`src/mir_pkg.sv`:
```
// ----------------------------------------------------------------------------
// mir_pkg
// Shared types and fixed constants for the masked image RMSE block.
// ----------------------------------------------------------------------------
package mir_pkg;

  // Fixed field widths of the stream payload.
  localparam int CH_W      = 16;
  localparam int RMSE_W    = 17;
  localparam int CNT_OUT_W = 23;

  // Accumulator and result arithmetic widths.
  localparam int SUM_W  = 64;
  localparam int ROOT_W = SUM_W / 2;
  localparam int SREM_W = ROOT_W + 1;

  // Iteration counts of the shared divide and square-root unit.
  localparam int DIV_STEPS  = SUM_W;
  localparam int SQRT_STEPS = ROOT_W;
  localparam int STEP_W     = $clog2(DIV_STEPS);

  // Commands from the controller to the datapath.
  typedef struct packed {
    logic take;       // pixel transfers are allowed
    logic load;       // move the image totals into the divider, clear totals
    logic div_step;   // one restoring-division step
    logic sqrt_step;  // one square-root step
    logic res_load;   // capture the result into the output register
  } mir_cmd_t;

  // Status from the datapath to the controller.
  typedef struct packed {
    logic last_done;  // the last pixel of an image has been accumulated
    logic out_free;   // the output register can take a new result
  } mir_status_t;

endpackage

```
`src/masked_image_rmse.sv`:
```
// ----------------------------------------------------------------------------
// masked_image_rmse
// Masked root-mean-square colour error between a test and a reference image
// streamed as pixel pairs; one result per image.
// ----------------------------------------------------------------------------
//
//  Channel  Direction  tdata (low bit up)                       tuser          tlast
//  in_      slave      test r,g,b, ref r,g,b (6 x 16 bits)      pixel_enabled  last_pixel
//  out_     master     rmse_value (17), counted_pixels (23)     empty_flag     -
//
//  Pixels transfer one per clock cycle while an image is open.
//  After the last pixel, the input stalls through the pipeline drain, the load,
//  64 restoring-division steps and 32 square-root steps in the shared
//  divide/root unit, then the result load.
//  The result sits in an output register; pixels of the next image are taken
//  while it waits, and only the next image's result load waits on it.
//  Reset is synchronous, active low, and clears the totals and the control.
// ----------------------------------------------------------------------------
module masked_image_rmse #(
  parameter int MAX_PIXELS   = 4194304,
  parameter int CHANNEL_BITS = 16
) (
  input  logic        clk,
  input  logic        rst_n,
  input  logic        in_tvalid,
  output logic        in_tready,
  input  logic [95:0] in_tdata,   // test_red, test_green, test_blue, ref_red, ref_green, ref_blue
  input  logic        in_tuser,   // pixel_enabled
  input  logic        in_tlast,   // last_pixel
  output logic        out_tvalid,
  input  logic        out_tready,
  output logic [39:0] out_tdata,  // rmse_value [16:0], counted_pixels [39:17]
  output logic        out_tuser   // empty_flag
);

  mir_pkg::mir_cmd_t    cmd;
  mir_pkg::mir_status_t status;

  logic [mir_pkg::RMSE_W-1:0]    res_rmse;
  logic [mir_pkg::CNT_OUT_W-1:0] res_count;
  logic                          in_acc_last;

  assign in_tready   = cmd.take;
  assign in_acc_last = in_tvalid && cmd.take && in_tlast;

  mir_ctrl u_ctrl (
    .clk         (clk),
    .rst_n       (rst_n),
    .in_acc_last (in_acc_last),
    .status      (status),
    .cmd         (cmd)
  );

  mir_datapath #(
    .MAX_PIXELS   (MAX_PIXELS),
    .CHANNEL_BITS (CHANNEL_BITS)
  ) u_datapath (
    .clk       (clk),
    .rst_n     (rst_n),
    .cmd       (cmd),
    .status    (status),
    .pix_valid (in_tvalid),
    .pix_data  (in_tdata),
    .pix_en    (in_tuser),
    .pix_last  (in_tlast),
    .res_valid (out_tvalid),
    .res_ready (out_tready),
    .res_rmse  (res_rmse),
    .res_count (res_count),
    .res_empty (out_tuser)
  );

  assign out_tdata = {res_count, res_rmse};

endmodule

```
`src/mir_ctrl.sv`:
```
// ----------------------------------------------------------------------------
// mir_ctrl
// Controller: sequences pixel accumulation, drain, divide, square root and
// result hand-off.
// ----------------------------------------------------------------------------
module mir_ctrl (
  input  logic                 clk,
  input  logic                 rst_n,
  input  logic                 in_acc_last,  // last pixel transferred this cycle
  input  mir_pkg::mir_status_t status,
  output mir_pkg::mir_cmd_t    cmd
);

  typedef enum logic [2:0] {
    S_ACCUM,
    S_DRAIN,
    S_LOAD,
    S_DIV,
    S_SQRT,
    S_RESULT
  } state_t;

  state_t                     state_r, state_nxt;
  logic [mir_pkg::STEP_W-1:0] step_r, step_nxt;

  // Next-state logic.
  always_comb begin
    state_nxt = state_r;
    step_nxt  = step_r;
    case (state_r)
      S_ACCUM: begin
        if (in_acc_last) state_nxt = S_DRAIN;
      end
      S_DRAIN: begin
        if (status.last_done) state_nxt = S_LOAD;
      end
      S_LOAD: begin
        state_nxt = S_DIV;
        step_nxt  = '0;
      end
      S_DIV: begin
        step_nxt = step_r + 1'b1;
        if (step_r == mir_pkg::STEP_W'(mir_pkg::DIV_STEPS - 1)) begin
          state_nxt = S_SQRT;
          step_nxt  = '0;
        end
      end
      S_SQRT: begin
        step_nxt = step_r + 1'b1;
        if (step_r == mir_pkg::STEP_W'(mir_pkg::SQRT_STEPS - 1)) begin
          state_nxt = S_RESULT;
          step_nxt  = '0;
        end
      end
      S_RESULT: begin
        if (status.out_free) state_nxt = S_ACCUM;
      end
      default: begin
        state_nxt = S_ACCUM;
        step_nxt  = '0;
      end
    endcase
  end

  // State and step counter.
  always_ff @(posedge clk) begin
    if (!rst_n) begin
      state_r <= S_ACCUM;
      step_r  <= '0;
    end else begin
      state_r <= state_nxt;
      step_r  <= step_nxt;
    end
  end

  // Commands decoded from the current state.
  always_comb begin
    cmd           = '0;
    cmd.take      = (state_r == S_ACCUM);
    cmd.load      = (state_r == S_LOAD);
    cmd.div_step  = (state_r == S_DIV);
    cmd.sqrt_step = (state_r == S_SQRT);
    cmd.res_load  = (state_r == S_RESULT) && status.out_free;
  end

endmodule

```
`src/mir_datapath.sv`:
```
// ----------------------------------------------------------------------------
// mir_datapath
// Datapath: pixel difference and square pipeline, saturating accumulator,
// shared restoring divider and square-root unit, and output register.
// ----------------------------------------------------------------------------
module mir_datapath #(
  parameter int MAX_PIXELS   = 4194304,
  parameter int CHANNEL_BITS = 16
) (
  input  logic                                clk,
  input  logic                                rst_n,
  input  mir_pkg::mir_cmd_t                   cmd,
  output mir_pkg::mir_status_t                status,
  // Pixel input.
  input  logic                                pix_valid,
  input  logic [6*mir_pkg::CH_W-1:0]          pix_data,
  input  logic                                pix_en,
  input  logic                                pix_last,
  // Result output.
  output logic                                res_valid,
  input  logic                                res_ready,
  output logic [mir_pkg::RMSE_W-1:0]          res_rmse,
  output logic [mir_pkg::CNT_OUT_W-1:0]       res_count,
  output logic                                res_empty
);

  // Channel bits in use, pixel count width and per-pixel error width.
  localparam int CW   = (CHANNEL_BITS < mir_pkg::CH_W) ? CHANNEL_BITS : mir_pkg::CH_W;
  localparam int CNTW = $clog2(MAX_PIXELS + 1);
  localparam int SQW  = 2 * CW;
  localparam int EW   = SQW + 2;

  logic take_pix;
  assign take_pix = pix_valid && cmd.take;

  // Stage 1: absolute channel differences.
  logic          s1_valid_r, s1_en_r, s1_last_r;
  logic [CW-1:0] dif_r [3];

  always_ff @(posedge clk) begin
    if (!rst_n) begin
      s1_valid_r <= 1'b0;
    end else begin
      s1_valid_r <= take_pix;
    end
  end

  always_ff @(posedge clk) begin
    if (take_pix) begin
      s1_en_r   <= pix_en;
      s1_last_r <= pix_last;
    end
  end

  for (genvar ch = 0; ch < 3; ch++) begin : g_diff
    logic [CW-1:0] a, b;
    assign a = pix_data[ch*mir_pkg::CH_W +: CW];
    assign b = pix_data[(ch+3)*mir_pkg::CH_W +: CW];
    always_ff @(posedge clk) begin
      if (take_pix) begin
        dif_r[ch] <= (a >= b) ? (a - b) : (b - a);
      end
    end
  end

  // Stage 2: squared differences.
  logic           s2_valid_r, s2_en_r, s2_last_r;
  logic [SQW-1:0] sq_r [3];

  always_ff @(posedge clk) begin
    if (!rst_n) begin
      s2_valid_r <= 1'b0;
    end else begin
      s2_valid_r <= s1_valid_r;
    end
  end

  always_ff @(posedge clk) begin
    if (s1_valid_r) begin
      s2_en_r   <= s1_en_r;
      s2_last_r <= s1_last_r;
      for (int i = 0; i < 3; i++) begin
        sq_r[i] <= SQW'({{CW{1'b0}}, dif_r[i]} * {{CW{1'b0}}, dif_r[i]});
      end
    end
  end

  // Stage 3: saturating accumulation of the pixel error.
  logic [mir_pkg::SUM_W-1:0] sum_r;
  logic [CNTW-1:0]           count_r;
  logic [EW-1:0]             pix_err;
  logic [mir_pkg::SUM_W:0]   acc_wide;
  logic                      acc_en;

  assign pix_err  = {2'b00, sq_r[0]} + {2'b00, sq_r[1]} + {2'b00, sq_r[2]};
  assign acc_wide = {1'b0, sum_r} + {{(mir_pkg::SUM_W + 1 - EW){1'b0}}, pix_err};
  assign acc_en   = s2_valid_r && s2_en_r && (count_r < CNTW'(MAX_PIXELS));

  always_ff @(posedge clk) begin
    if (!rst_n) begin
      sum_r   <= '0;
      count_r <= '0;
    end else if (cmd.load) begin
      sum_r   <= '0;
      count_r <= '0;
    end else if (acc_en) begin
      sum_r   <= acc_wide[mir_pkg::SUM_W] ? '1 : acc_wide[mir_pkg::SUM_W-1:0];
      count_r <= count_r + 1'b1;
    end
  end

  // Shared divide and square-root unit. The quotient register is reused
  // as the radicand shifter once the division is done.
  logic [mir_pkg::SUM_W-1:0]  quo_r;
  logic [CNTW-1:0]            drem_r;
  logic [CNTW-1:0]            divisor_r;
  logic [mir_pkg::SREM_W-1:0] srem_r;
  logic [mir_pkg::ROOT_W-1:0] root_r;

  logic [CNTW:0]                drem_sh, drem_diff;
  logic                         div_ge;
  logic [mir_pkg::SREM_W+1:0]   srem_sh, srem_trial, srem_diff;
  logic                         sqrt_ge;

  assign drem_sh   = {drem_r, quo_r[mir_pkg::SUM_W-1]};
  assign drem_diff = drem_sh - {1'b0, divisor_r};
  assign div_ge    = (drem_sh >= {1'b0, divisor_r});

  assign srem_sh    = {srem_r, quo_r[mir_pkg::SUM_W-1 -: 2]};
  assign srem_trial = {1'b0, root_r, 2'b01};
  assign srem_diff  = srem_sh - srem_trial;
  assign sqrt_ge    = (srem_sh >= srem_trial);

  always_ff @(posedge clk) begin
    if (cmd.load) begin
      quo_r     <= sum_r;
      drem_r    <= '0;
      divisor_r <= count_r;
      srem_r    <= '0;
      root_r    <= '0;
    end else if (cmd.div_step) begin
      drem_r <= div_ge ? drem_diff[CNTW-1:0] : drem_sh[CNTW-1:0];
      quo_r  <= {quo_r[mir_pkg::SUM_W-2:0], div_ge};
    end else if (cmd.sqrt_step) begin
      srem_r <= sqrt_ge ? srem_diff[mir_pkg::SREM_W-1:0] : srem_sh[mir_pkg::SREM_W-1:0];
      root_r <= {root_r[mir_pkg::ROOT_W-2:0], sqrt_ge};
      quo_r  <= {quo_r[mir_pkg::SUM_W-3:0], 2'b00};
    end
  end

  // Output register; the count is cut to the output field width.
  logic                            out_valid_r;
  logic [mir_pkg::RMSE_W-1:0]      out_rmse_r;
  logic [mir_pkg::CNT_OUT_W-1:0]   out_count_r;
  logic                            out_empty_r;
  logic [CNTW+mir_pkg::CNT_OUT_W-1:0] count_ext;
  logic                            no_pixels;

  assign count_ext = {{mir_pkg::CNT_OUT_W{1'b0}}, divisor_r};
  assign no_pixels = (divisor_r == '0);

  always_ff @(posedge clk) begin
    if (!rst_n) begin
      out_valid_r <= 1'b0;
    end else if (cmd.res_load) begin
      out_valid_r <= 1'b1;
    end else if (res_ready) begin
      out_valid_r <= 1'b0;
    end
  end

  always_ff @(posedge clk) begin
    if (cmd.res_load) begin
      out_rmse_r  <= no_pixels ? '0 : root_r[mir_pkg::RMSE_W-1:0];
      out_count_r <= count_ext[mir_pkg::CNT_OUT_W-1:0];
      out_empty_r <= no_pixels;
    end
  end

  assign res_valid = out_valid_r;
  assign res_rmse  = out_rmse_r;
  assign res_count = out_count_r;
  assign res_empty = out_empty_r;

  // Status back to the controller.
  always_comb begin
    status           = '0;
    status.last_done = s2_valid_r && s2_last_r;
    status.out_free  = !out_valid_r || res_ready;
  end

endmodule

```
`config.mk`:
```
export PLATFORM = sky130hd
export DESIGN_NAME = masked_image_rmse
export DESIGN_NICKNAME = d
export VERILOG_FILES = /design/src/mir_pkg.sv /design/src/masked_image_rmse.sv /design/src/mir_ctrl.sv /design/src/mir_datapath.sv
export SDC_FILE = /design/constraint.sdc
export NUM_CORES = 2
export LEC_CHECK = 0
export BUFFER_PORTS_ARGS = -buffer_cell sky130_fd_sc_hd__clkbuf_2
export CORE_MARGIN = 4
export CORE_UTILIZATION = 60
export CTS_BUF_LIST = sky130_fd_sc_hd__clkbuf_4
export DETAILED_ROUTE_END_ITERATION = 8
export GPL_TIMING_DRIVEN = 0
export PLACE_DENSITY = 0.87
export SLEW_MARGIN = 0
export SYNTH_ARGS = -nofsm -noshare
export SYNTH_HDL_FRONTEND = slang
export SYNTH_HIERARCHICAL = 1
export SYNTH_SLANG_ARGS = --single-unit
```
`constraint.sdc`:
```
create_clock -name clk -period 21.6 [get_ports clk]
set_input_delay 3.24 -clock clk [delete_from_list [all_inputs] [get_ports clk]]
set_output_delay 3.24 -clock clk [all_outputs]
set_load 0.1 [all_outputs]
```
## Word level (Yosys, flattened, before mapping)

Memory sizes are Yosys's and may differ from the RTL's.
Index checks and enable logic that the tools add are counted.

- RAM bits: 144
- Register bits: 319
- Memories kept: 2
- Word-level logic and storage cells: 97

- $lt $le $gt $ge: 6
- Multipliers: 3
- Add/subtract/negate cells: 13
- Muxes and demuxes: 24
- Bitwise gates (word level): 2
- Equality and inequality tests: 12
- Reduce and logical (&&, ||, !) cells: 16

Memory list:

| memory | words | bits a word | rd ports | clocked after Yosys merged registers in | wr ports | RTL line | RTL |
|---|---|---|---|---|---|---|---|
| u_datapath.sq_r | 3 | 32 | 3 | 0 | 3 | mir_datapath.sv:68 | `logic [SQW-1:0] sq_r [3];` |
| u_datapath.dif_r | 3 | 16 | 3 | 0 | 3 | mir_datapath.sv:38 | `logic [CW-1:0] dif_r [3];` |

Operators with widths:

| cell | number |
|---|---|
| 2-to-1 mux 64 bit | 4 |
| multiplier 16 x 16 -> 32 bit | 3 |
| subtractor 16 bit | 6 |
| adder 64 x 34 -> 65 bit | 1 |
| >= comparator 16 bit | 3 |
| 2-to-1 mux 16 bit | 3 |
| >= comparator 35 x 34 -> 1 bit | 1 |
| adder 34 x 32 -> 34 bit | 1 |
| adder 32 x 32 -> 33 bit | 1 |
| 2-to-1 mux 33 bit | 1 |
| subtractor 33 bit | 1 |
| >= comparator 24 x 23 -> 1 bit | 1 |
| adder 23 x 1 -> 23 bit, second input constant | 1 |
| zero test 23 bit | 1 |
| less-than comparator 23 bit, second input constant | 1 |
| 2-to-1 mux 23 bit | 1 |
| subtractor 23 bit | 1 |
| case mux 3 bit (6 select lines) | 1 |
| case mux 6 bit (3 select lines) | 1 |
| 2-to-1 mux 3 bit | 5 |
| 2-to-1 mux 6 bit | 2 |
| inequality test 2 x 1 -> 1 bit, second input constant | 4 |
| adder 6 x 1 -> 6 bit, second input constant | 1 |
| == test 3 x 2 -> 1 bit, second input constant | 2 |
| other kinds (17) | 29 |

## Longest topological paths before layout

- Depth in word-level cells: 5
- Gate-level depth with buffers: 26
- Mapped depth without buffers: 25

## Cells and area by module

Netlist, hierarchy kept.

Modules (own cells, without submodules):

| module | times used | cells an instance | area an instance (µm²) | seq. area each (µm²) |
|---|---|---|---|---|
| mir_datapath | 1 | 5,196 | 48,680.4 | 11,761.3 |
| mir_ctrl | 1 | 73 | 593.1 | 180.2 |
| masked_image_rmse | 1 | 1 | 6.3 | 0.0 |

## Least setup slack after synthesis

No wires, ideal clock.

- Kind: input to register
- Start point: in out_tready
- End point: reg u_datapath.out_count_r, in the netlist u_datapath/res_count[0], enable pin
- Path buffers: 0
- Library setup time: 0.501 ns
- Cell stages on the path: 3
- Slack: 14.558 ns
- Arrival: 6.541 ns
- Path through: nand2b_1 nand2_1 nor3b_1

RTL lines:

| what | RTL line | RTL |
|---|---|---|
| from (decl) | masked_image_rmse.sv:31 | `input logic out_tready,` |
| to (signal assigned) | mir_datapath.sv:175 | `out_count_r <= count_ext[mir_pkg::CNT_OUT_W-1:0];` |
| to (decl) | mir_datapath.sv:154 | `logic [mir_pkg::CNT_OUT_W-1:0] out_count_r;` |

==> implementation parameters <==
Parameter                              Value

Floorplanning
  Floorplan row count ... 104
  Y dimension of the die ... between 200 and 300 um
  Initial core utilization ... 0.6089
  DIE AREA ... between 80000 and 90000 um2
  Core outline area ... roughly 81000 um2
  Width of the die ... a little under 300 um
  Ports placed on the boundary ... ~150

Routing
  Detail Route Antenna Nets ... 0
  Number of optimization iterations in the first detailed-route pass ... 8
  Violation count after the first detailed-routing iteration ... approximately 2800
  DR vias/cell ... around 5.8
  Post-route DRC violation count ... 0
  Post-DR wirelength/cell ... about 17 um
  Wirelength, routed ... approximately 120000 um
  Vias ... around 39000

Flow run
  Max-cap violations ... 0

Critical path
  Worst reg2reg path startpoint ... u_datapath/dif_r[0][20]$_DFFE_PP_
  Arrival time of the worst setup path ... approximately 8.6 ns
  Worst r2r dst ... u_datapath/sq_r[0][63]$_DFFE_PP_
  Register-to-register setup slack ... ~14 ns
  Reg2Reg Depth ... 22
  Kind of end point of the critical path ... flop
  CP Capture Point ... u_datapath/sq_r[0][63]$_DFFE_PP_
  Setup crit start kind ... flop
  Required time of the worst setup path ... between 20 and 25 ns
  Maximum fanout along the worst path ... 10
  Setup CP Type ... reg2reg
  Crit path launch ... u_datapath/dif_r[0][20]$_DFFE_PP_

Run status
  Run status ... complete, no violations

Timing
  Relative slew slack ... 0.4076
  Shortest clock period the worst path allows after layout ... 7.896 ns
  Worst clock skew ... 0.07680 ns
  Maximum clock frequency ... approximately 130 MHz
  RSZ-0062 raised after global routing ... false
  Post-Route Setup TNS ... 0 ns
  Period Utilization, post-route ... 0.3655
  Hold Vio Cnt, Final ... 0
  Final number of setup-violating endpoints ... 0
  Tightest Pin Transition ... around 0.88 ns
  Number of slew-limit violations in the final report ... 0

Global routing
  Residual overflow from global routing ... 0
  Overall global routing resource usage ... 0.2714
  Maximum number of pins on one net before global-route repair ... 79
  First-pass GRT wire length ... around 190000 um
  Initial antenna violation count ... 1
  Vias in the first global route ... 40260

Final layout
  Design area ... 53150 um2
  Number of fillers in the final layout ... 6206
  Register area ... between 10000 and 15000 um2
  Nets ... 6696
  Post-route insts no fill ... 6710
  Area delta synth->final ... 7.848%
  Final core utilization ... 0.6566
  Share of cells above drive strength 1 ... 0.07789
  Area of the multi-input gates ... around 33000 um2

Yosys
  Net count after synthesis ... between 6000 and 7000
  Total number of yosys warnings ... 6
  Mean Syn Cell Area ... between 9 and 10 um2
  Top cells by area in the synthesized netlist ... sky130_fd_sc_hd__fa_1 23%, sky130_fd_sc_hd__edfxtp_1 17%, sky130_fd_sc_hd__ha_1 12%, sky130_fd_sc_hd__dfxtp_1 7.6%, sky130_fd_sc_hd__inv_1 7.3%
  Proportion of synthesized chip area in sequential cells ... 0.2423
  EDFF count, synth ... 273
  Library cells used by synthesis ... 93
  Area share of the leading cell type in the synthesized netlist ... 0.2271
  Post-synthesis cell area ... around 49000 um2
  Cell taking the most area after synthesis ... sky130_fd_sc_hd__fa_1
  Top cells by instance count after synthesis ... 957 x sky130_fd_sc_hd__inv_1, 559 x sky130_fd_sc_hd__fa_1, 500 x sky130_fd_sc_hd__nand2_1, 491 x sky130_fd_sc_hd__ha_1, 281 x sky130_fd_sc_hd__nor2_1
  Count of mapped cells out of synthesis ... 5270
  Ys flop type ... sky130_fd_sc_hd__edfxtp_1
  Count leader, synth ... sky130_fd_sc_hd__inv_1
  Async set-reset flop share out of synthesis ... 0
  Synthesized flop and latch total ... 460

Clocking
  Post-CTS setup-driven buffer insertion count ... 0
  Reg clk slew, reported paths ... roughly 0.080 ns
  Clock Latency Late Sink ... between 0.9 and 1 ns
  Post_cts resized ... 0
  Clock tree from TritonCTS ... done
  Longest Clk Path Bufs ... 3
  Clock buffer count from CTS ... 120
  Clock tree root driver cell ... sky130_fd_sc_hd__clkbuf_4
  Clock sinks ... between 400 and 500
  Hold Buf Count CTS ... 0
  Number of H-tree branching levels ... 3

Min path
  Worst min-delay path class ... reg2reg

Placement
  Total cell area at the placement stage ... approximately 51000 um2
  Number of instances in the placed design ... ~6500
  Final Wtd Congestion ... between 0.9 and 1
  I/O Buffers ... around 140
  Sum of net half-perimeters after detailed placement ... 93350 um
==> cell usage in the layout, fill, tap and decap left out, types with 13 or more instances in the layout <==
cell,n
sky130_fd_sc_hd__edfxtp_1,273
sky130_fd_sc_hd__a31o_2,13
sky130_fd_sc_hd__xor2_1,101
sky130_fd_sc_hd__nor2b_1,41
sky130_fd_sc_hd__and3_1,36
sky130_fd_sc_hd__a21oi_1,260
sky130_fd_sc_hd__o21ai_0,209
sky130_fd_sc_hd__o211ai_1,21
sky130_fd_sc_hd__clkinv_1,30
sky130_fd_sc_hd__a31oi_1,37
sky130_fd_sc_hd__nand3_1,48
sky130_fd_sc_hd__fa_1,559
sky130_fd_sc_hd__and2_1,143
sky130_fd_sc_hd__a21boi_0,18
sky130_fd_sc_hd__clkbuf_4,164
sky130_fd_sc_hd__or2_2,18
sky130_fd_sc_hd__inv_1,957
sky130_fd_sc_hd__clkbuf_1,156
sky130_fd_sc_hd__dfxtp_1,186
sky130_fd_sc_hd__xnor2_1,153
sky130_fd_sc_hd__nand4_1,35
sky130_fd_sc_hd__clkbuf_2,145
sky130_fd_sc_hd__a21o_1,135
sky130_fd_sc_hd__or3_1,19
sky130_fd_sc_hd__ha_1,491
sky130_fd_sc_hd__o21a_1,34
sky130_fd_sc_hd__nor3_1,78
sky130_fd_sc_hd__buf_2,18
sky130_fd_sc_hd__nand2b_1,30
sky130_fd_sc_hd__nand2_1,500
sky130_fd_sc_hd__o31ai_1,15
sky130_fd_sc_hd__clkinv_2,17
sky130_fd_sc_hd__mux2i_1,125
sky130_fd_sc_hd__a211oi_1,60
sky130_fd_sc_hd__nor2_1,281
sky130_fd_sc_hd__o21bai_1,24
==> sequential cells by signal, indices dropped and copies added, names as in the netlist, 32 cells and up <==
register / cells
u_datapath/sum_r: 64
u_datapath/srem_r: 33
u_datapath/quo_r: 64
u_datapath/root_r: 32
u_datapath/sq_r: 93
u_datapath/dif_r: 48
==> metal layers <==
| metal | track usage | wire [um] | up-vias |
|---|---|---|---|
| li1 | - | - | 17930 |
| met1 | 0.3332 | 45850 | 18680 |
| met2 | 0.4711 | 56790 | 1678 |
| met3 | 0.04717 | 8939 | 380 |
| met4 | 0.1212 | 5315 | 0 |
| met5 | 0 | 0 | - |
==> through the flow <==
stage / hold slack (ns) / worst slack, ns
detailed placement: 0.4092 / 13.89
global placement: 0.4023 / 13.09
global route: 0.4424 / 13.23
finish: 0.4288 / 13.70
floorplan: 0.4003 / 14.56
CTS: 0.4290 / 13.78
==> worst min-delay path by stage <==
stage,start,to,slack [ns],cells after the start
CTS,u_datapath/s1_en_r$_DFFE_PP_,u_datapath/s2_en_r$_DFFE_PP_,0.43,0
finish,u_datapath/s1_en_r$_DFFE_PP_,u_datapath/s2_en_r$_DFFE_PP_,0.43,0
detailed placement,u_datapath/s1_en_r$_DFFE_PP_,u_datapath/s2_en_r$_DFFE_PP_,0.41,0
floorplan,u_datapath/s1_en_r$_DFFE_PP_,u_datapath/s2_en_r$_DFFE_PP_,0.40,0
global route,u_datapath/s1_last_r$_DFFE_PP_,u_datapath/s2_last_r$_DFFE_PP_,0.44,0
global placement,u_datapath/s1_last_r$_DFFE_PP_,u_datapath/s2_last_r$_DFFE_PP_,0.40,0
==> cell type report <==
| type | instances | area share |
|---|---|---|
| antenna | 1 | 0.00004708 |
| buffer | 190 | 0.01457 |
| clock buffer | 164 | 0.02317 |
| clock inverter | 63 | 0.008263 |
| inverter | 957 | 0.06759 |
| multi-input combinational | 3663 | 0.6206 |
| sequential | 460 | 0.2248 |
| tap | 1060 | 0.02495 |
| timing repair buffer | 152 | 0.01603 |
==> cells by family (layout without fill, tap and decap cells) <==
kind of cell	after synthesis	after routing	synth area share
xor+xnor	254	254	0.04514
fa+ha+maj	1050	1050	0.3517
simple gates	1297	1297	0.1248
flops	460	460	0.2423
other cells	1	2	0.00007610
compound gates	928	928	0.1201
mux	133	133	0.02722
buf+inv	1147	1526	0.08861
==> critical path, stage by stage, from the launching register on <==
cell and delay (ns):
sky130_fd_sc_hd__edfxtp_1 0.40, sky130_fd_sc_hd__clkbuf_1 0.42, sky130_fd_sc_hd__clkbuf_1 0.52, sky130_fd_sc_hd__nand2_1 0.22, sky130_fd_sc_hd__fa_1 0.47, sky130_fd_sc_hd__fa_1 0.54, sky130_fd_sc_hd__inv_1 0.06, sky130_fd_sc_hd__fa_1 0.50
sky130_fd_sc_hd__fa_1 0.47, sky130_fd_sc_hd__fa_1 0.52, sky130_fd_sc_hd__inv_1 0.06, sky130_fd_sc_hd__fa_1 0.48, sky130_fd_sc_hd__inv_1 0.04, sky130_fd_sc_hd__ha_1 0.34, sky130_fd_sc_hd__nand3_1 0.19, sky130_fd_sc_hd__or3_1 0.45
sky130_fd_sc_hd__nor4b_1 0.61, sky130_fd_sc_hd__nor4b_1 0.20, sky130_fd_sc_hd__o31ai_1 0.59, sky130_fd_sc_hd__nand4_1 0.19, sky130_fd_sc_hd__nand4b_1 0.12, sky130_fd_sc_hd__a21oi_1 0.09, sky130_fd_sc_hd__xnor2_1 0.15
Power is not shown: default switching activity piles up to over one toggle a cycle in this logic, so the estimate is an artifact.
